===== config.mk =====
export PLATFORM = sky130hd
export DESIGN_NAME = gws_mul
export DESIGN_NICKNAME = d
export VERILOG_FILES = /design/src/hdl/gws_pkg.sv /design/src/hdl/gws_mul.sv
export SDC_FILE = /design/constraint.sdc
export NUM_CORES = 2
export LEC_CHECK = 0
export ABC_CLOCK_PERIOD_IN_PS = 7650
export BUFFER_PORTS_ARGS = -buffer_cell sky130_fd_sc_hd__buf_2
export CAP_MARGIN = 15
export CELL_PAD_IN_SITES_DETAIL_PLACEMENT = 1
export CELL_PAD_IN_SITES_GLOBAL_PLACEMENT = 1
export CORE_UTILIZATION = 52
export DETAILED_ROUTE_END_ITERATION = 8
export GPL_ROUTABILITY_DRIVEN = 0
export GPL_TIMING_DRIVEN = 0
export PLACE_DENSITY = 0.95
export SLEW_MARGIN = 20
export SYNTH_ARGS = -nofsm -noshare
export SYNTH_HDL_FRONTEND = slang
export SYNTH_SLANG_ARGS = --single-unit

===== constraint.sdc =====
create_clock -name clk -period 7.65 [get_ports clk]
set_input_delay 0 -clock clk [delete_from_list [all_inputs] [get_ports clk]]
set_output_delay 0 -clock clk [all_outputs]
set_load 0.03 [all_outputs]

===== src/hdl/gws_pkg.sv =====
// Shared types, constants and saturation helper for the wave grid step block.
// Used by gws_mul and grid_wave_spring_step_top; depends on nothing.
`default_nettype none
package gws_pkg;

    // Field widths fixed by the item and register formats
    localparam int DIM_W   = 7;
    localparam int COORD_W = 6;
    localparam int DATA_W  = 32;
    localparam int MUL_A_W = 36;
    localparam int MUL_B_W = 33;
    localparam int PROD_W  = MUL_A_W + MUL_B_W;
    localparam int RND_W   = PROD_W + 1;
    localparam int WIDE_W  = 72;

    // Operation codes
    localparam logic [1:0] OP_READ  = 2'd0;
    localparam logic [1:0] OP_WRITE = 2'd1;
    localparam logic [1:0] OP_STEP  = 2'd2;

    // Register indexes
    localparam logic [1:0] REG_WIDTH  = 2'd0;
    localparam logic [1:0] REG_HEIGHT = 2'd1;
    localparam logic [1:0] REG_SPRING = 2'd2;
    localparam logic [1:0] REG_DAMP   = 2'd3;

    // sqrt(2)/2 in Q2.30
    localparam longint DIAG_Q30 = 64'd759250125;

    typedef struct packed {
        logic signed [MUL_A_W-1:0] a;
        logic signed [MUL_B_W-1:0] b;
    } mul_req_t;

    typedef struct packed {
        logic              sat;
        logic [DATA_W-1:0] value;
    } clip_t;

    // Clip a wide signed value to 32 signed bits and flag the clip
    function automatic clip_t clip32(input logic signed [WIDE_W-1:0] v);
        clip_t r;
        logic signed [WIDE_W-1:0] hi;
        logic signed [WIDE_W-1:0] lo;
        hi = WIDE_W'(64'sh7FFF_FFFF);
        lo = -WIDE_W'(64'sh8000_0000);
        if (v > hi)
        begin
            r.sat   = 1'b1;
            r.value = 32'h7FFF_FFFF;
        end
        else if (v < lo)
        begin
            r.sat   = 1'b1;
            r.value = 32'h8000_0000;
        end
        else
        begin
            r.sat   = 1'b0;
            r.value = v[DATA_W-1:0];
        end
        return r;
    endfunction

endpackage
`default_nettype wire


===== src/hdl/gws_mul.sv =====
// Shared signed multiplier with registered product and round-half-up shift.
// Depends on gws_pkg.
`default_nettype none
module gws_mul #(
    parameter int FRAC_BITS = 16
) (
    input  wire logic                           clk,
    input  wire gws_pkg::mul_req_t              req,
    output logic signed [gws_pkg::RND_W-1:0]    rnd
);
    import gws_pkg::*;

    localparam logic signed [RND_W-1:0] HALF = RND_W'(1) <<< (FRAC_BITS - 1);

    logic signed [PROD_W-1:0] prod_reg;
    logic signed [PROD_W-1:0] prod_next;
    logic signed [RND_W-1:0]  biased;

    // Multiply the selected operands
    assign prod_next = req.a * req.b;

    always_ff @(posedge clk)
    begin
        prod_reg <= prod_next;
    end

    // Round half toward plus infinity, then drop the fraction
    assign biased = RND_W'(prod_reg) + HALF;
    assign rnd    = biased >>> FRAC_BITS;

endmodule
`default_nettype wire


==> reports/results.txt, run 1 <==
Syn. warnings: 0
FF+latch count, synth: 54
FP Rows: 105
Starting Density: 0.5265
io pins: 140
TritonCTS Buffers: 5
CTS sink cnt: 54
post-synthesis sequential area ratio: 0.02492
Async SR Flop Fraction: 0
die width: 290.8 um
global route total overflow: 37
Root Driver: clkbuf_16
# port buffers: 123
pin count of the biggest net entering global routing: 27
outcome: aborted with a tool error
Synth top area share: 0.5710
biggest area consumer among synthesized cells: fa_1
Overall Global Routing Usage: 0.6487
Post-Place Cells: 5,848
Cell Area, Placed: 0.04534 mm^2
die height: 290.8 um
clk buf depth: 2
largest cells by area after synthesis: fa_1, inv_1, and2_1, ha_1, nand2_1
CTS H-Tree Depth: 2
Last stage: global routing
Error: [ERROR GRT-0116] Global routing finished with congestion. Check the congestion regions in the DRC Viewer.
Primary FF master, synth: dfxtp_1
Mapped Nets: 6,181
number of global-route vias before repair: 50,336
first-pass GRT wire length: 379.7 mm
Cell variety after synth: 62
Synth Instances: 4,655
Synth Area per Inst: 9.317 um^2
Post-synth EDFFs: 0
Hold Buf Count CTS: 0
hpwl dp: 172.3 mm
Setup WS pre-CTS: -2.295 ns
synthesized area: 0.04337 mm^2
[logic make-up after synthesis]
family                     after synthesis  synth area share
adders and majority gates             1456            0.6341
and+or+nand+nor                       1408            0.1623
DFF                                     54           0.02493
buffers and inverters                 1456            0.1283
xor gates and xnor gates               120           0.02423
AOI/OAI and AO/OA                      161           0.02611
[Yosys cell counts (12+ instances only)]
cell type / count
nand3_1: 26
o21ai_0: 21
nand2b_1: 12
xnor2_1: 89
nor3_1: 12
xor2_1: 31
nor2_1: 75
fa_1: 1237
clkbuf_1: 225
ha_1: 219
a21o_1: 21
nand4_1: 19
a21oi_1: 50
nand2_1: 633
inv_1: 1204
and2_1: 581
and3_1: 16
dfxtp_1: 54
buf_4: 21
[metal layers]
layer,global-route usage,overflow
met5,0.2944,0
met4,0.6574,21
met1,0.6223,0
met2,0.8060,16
met3,0.5239,0
[metrics by stage]
stage / utilization / TNS [ns]
after floorplan: - / 0
after global placement: 0.5503 / -42.60
after detailed placement: 0.5504 / -58.00
after CTS: 0.5686 / 0
[timing repair]
action                                  CTS
endpoints found under the setup margin   41
gates resized for setup                 464
setup buffers                            14
pin swaps                                46
==> run 2: changes to the inputs <==
Settings changed: CELL_PAD_IN_SITES_DETAIL_PLACEMENT 1 to not set, CELL_PAD_IN_SITES_GLOBAL_PLACEMENT 1 to not set, CORE_UTILIZATION 52 to 40, PLACE_DENSITY 0.95 to not set, PLACE_DENSITY_LB_ADDON set to 0.15.
==> run 2 against run 1 <==
The flow now finishes, with violations (negative setup slack); synthesized cell count unchanged; area after synthesis unchanged.
==> reports/results.txt, run 2 <==
pin count of the biggest net entering global routing: 23
WL final: 169.9 mm
Final Critical Period: 7.664 ns
CP Buf/Inv Count: 6
die width: 331.3 um (was 290.8 um)
Async SR Flop Fraction: 0 (unchanged)
layout cells sized above 1: 0.1039
Largest register FFs: 54
global route total overflow: 0
final hold violations: 0
fin nets: 6,347
FF+latch count, synth: 54 (unchanged)
crit path max-delay cell type: fa_1
Worst Hold Launch: req[0]
Post-synth EDFFs: 0 (unchanged)
kind of end point of the critical path: register
CTS sink cnt: 54 (unchanged)
CP Class: input port to register
commonest non-fill, non-tap cell in the layout: fa_1
Primary FF master, synth: dfxtp_1 (unchanged)
area of the core: 0.1074 mm^2
# port buffers: 123 (unchanged)
Overall Global Routing Usage: 0.3186
synthesized area: 0.04337 mm^2 (unchanged)
# DRC: 0
Final TNS setup: -0.01409 ns
Max stage delay on crit path: 0.66 ns
initial DRC count: 2,981
Die ar.: 0.1098 mm^2
die height: 331.3 um (was 290.8 um)
Synth Area per Inst: 9.317 um^2 (unchanged)
Area Overhead vs Synth: 9.488%
post-synthesis sequential area ratio: 0.02492 (unchanged)
Max Cap Viol: 0
Hold Buf Count CTS: 0 (unchanged)
clock slew at reported path FFs: 0.07 ns
Relative slew margins: 0.3395
via/cell ratio: 5.258
Synth top area share: 0.5710 (unchanged)
most frequent cells in the layout: fa_1, inv_1, nand2_1, and2_1, ha_1
DRT Pass-1 Iters: 5
finished layout cell area: 0.04749 mm^2
# setup viols final: 1
delay-heaviest family, CP: adder cells
via count: 32,778
first-pass GRT wire length: 247.8 mm
Routed WL per cell: 27.25 um
top-count cell post-synth: fa_1 (unchanged)
number of global-route vias before repair: 35,904
fin crit share: 1.002
Hold WC Path Type: input port to register
Mapped Nets: 6,181 (unchanged)
slew at the pin with the worst max-slew slack: 0.9907 ns
CTS tree: yes
Cell Area, Placed: 0.04580 mm^2 (was 0.04534 mm^2)
non-filler cells, final: 6,234
max frequency: 130.5 MHz
Post-Place Cells: 6,183 (was 5,848)
Synth Instances: 4,655 (unchanged)
TritonCTS Buffers: 5 (unchanged)
worst hold endpoint: prod_reg[16]
critical path data required time: 7.88 ns
Starting Density: 0.4040 (was 0.5265)
clk buf depth: 2 (unchanged)
hpwl dp: 140.8 mm (was 172.3 mm)
fin util: 0.4423
Slew Limit Fails: 0
io pins: 140 (unchanged)
failing checks: negative setup slack
Post-synth top cells: fa_1, inv_1, nand2_1 (unchanged)
most frequent cell on the critical path: fa_1
RSZ-0062 raised after global routing: true
Syn. warnings: 0 (unchanged)
largest fanout on the critical path: 10
final worst setup slack: -0.01409 ns
largest cells by area after synthesis: fa_1, inv_1, and2_1, ha_1, nand2_1 (unchanged)
initial antenna violation count: 26
DRT antenna net count: 0
biggest area consumer among synthesized cells: fa_1 (unchanged)
Critical Path AT: 7.89 ns
Hold Crit Depth: 7
CP Launch Point: req[22]
Root Driver: clkbuf_16 (unchanged)
Cell variety after synth: 62 (unchanged)
CTS H-Tree Depth: 2 (unchanged)
outcome: complete, but fails checks (was aborted with a tool error)
crit path launch type: input port
FP Rows: 120 (was 105)
run 2: cell counts after synthesis:
Identical to the previous run, type by type.
run 2: routing by layer:
layer	up-vias	track usage	wire length, um
met3	470	0.05776	14480
met4	8	0.2159	15280
met2	1617	0.5070	75970
li1	13481	-	-
met5	-	0	54
met1	17202	0.3965	64110
run 2: metrics by stage:
stage	hold slack, ns	setup slack (ns)
final	0.6630	-0.01409
after global routing	0.6827	-0.1094
after CTS	0.6050	-0.06120
after detailed placement	0.5645	-2.124
after global placement	0.5576	-2.415
after floorplan	0.5035	0.5732
run 2: worst max-delay path by stage:
stage	to	slack (ns)	depth (start not counted)
after global placement	prod_reg[68]	-2.41	25
final	prod_reg[62]	-0.01	26
after CTS	prod_reg[68]	-0.06	27
after detailed placement	prod_reg[68]	-2.12	25
after global routing	prod_reg[62]	-0.11	26
after floorplan	prod_reg[68]	0.57	23
run 2: final cells by class:
class | count | area (um^2)
diodes | 9 | 22.52
plain buffers | 249 | 1889
clock buffers | 6 | 128.9
clock inverters | 2 | 37.54
fillers | 10783 | 59870
inverters | 1204 | 4523
multi-input cells | 3145 | 37040
flip-flops and latches | 54 | 1081
well taps | 1403 | 1755
repair buffers | 162 | 1007
run 2: logic make-up after synthesis:
kind of cell               share of synthesized area
buffers and inverters                         0.1283
adders and majority gates                     0.6341
and+or+nand+nor                               0.1623
AOI/OAI and AO/OA                            0.02611
xor gates and xnor gates                     0.02423
DFF                                          0.02493
run 2: what timing repair did:
action                     CTS  global route
setup endpoints to repair   44            34
resized for setup          300           324
pin swaps                   19            44
buffers inserted            16            23
Power of run 2 is not shown: default switching activity piles up to over one toggle a cycle in this logic, so the estimate is an artifact.
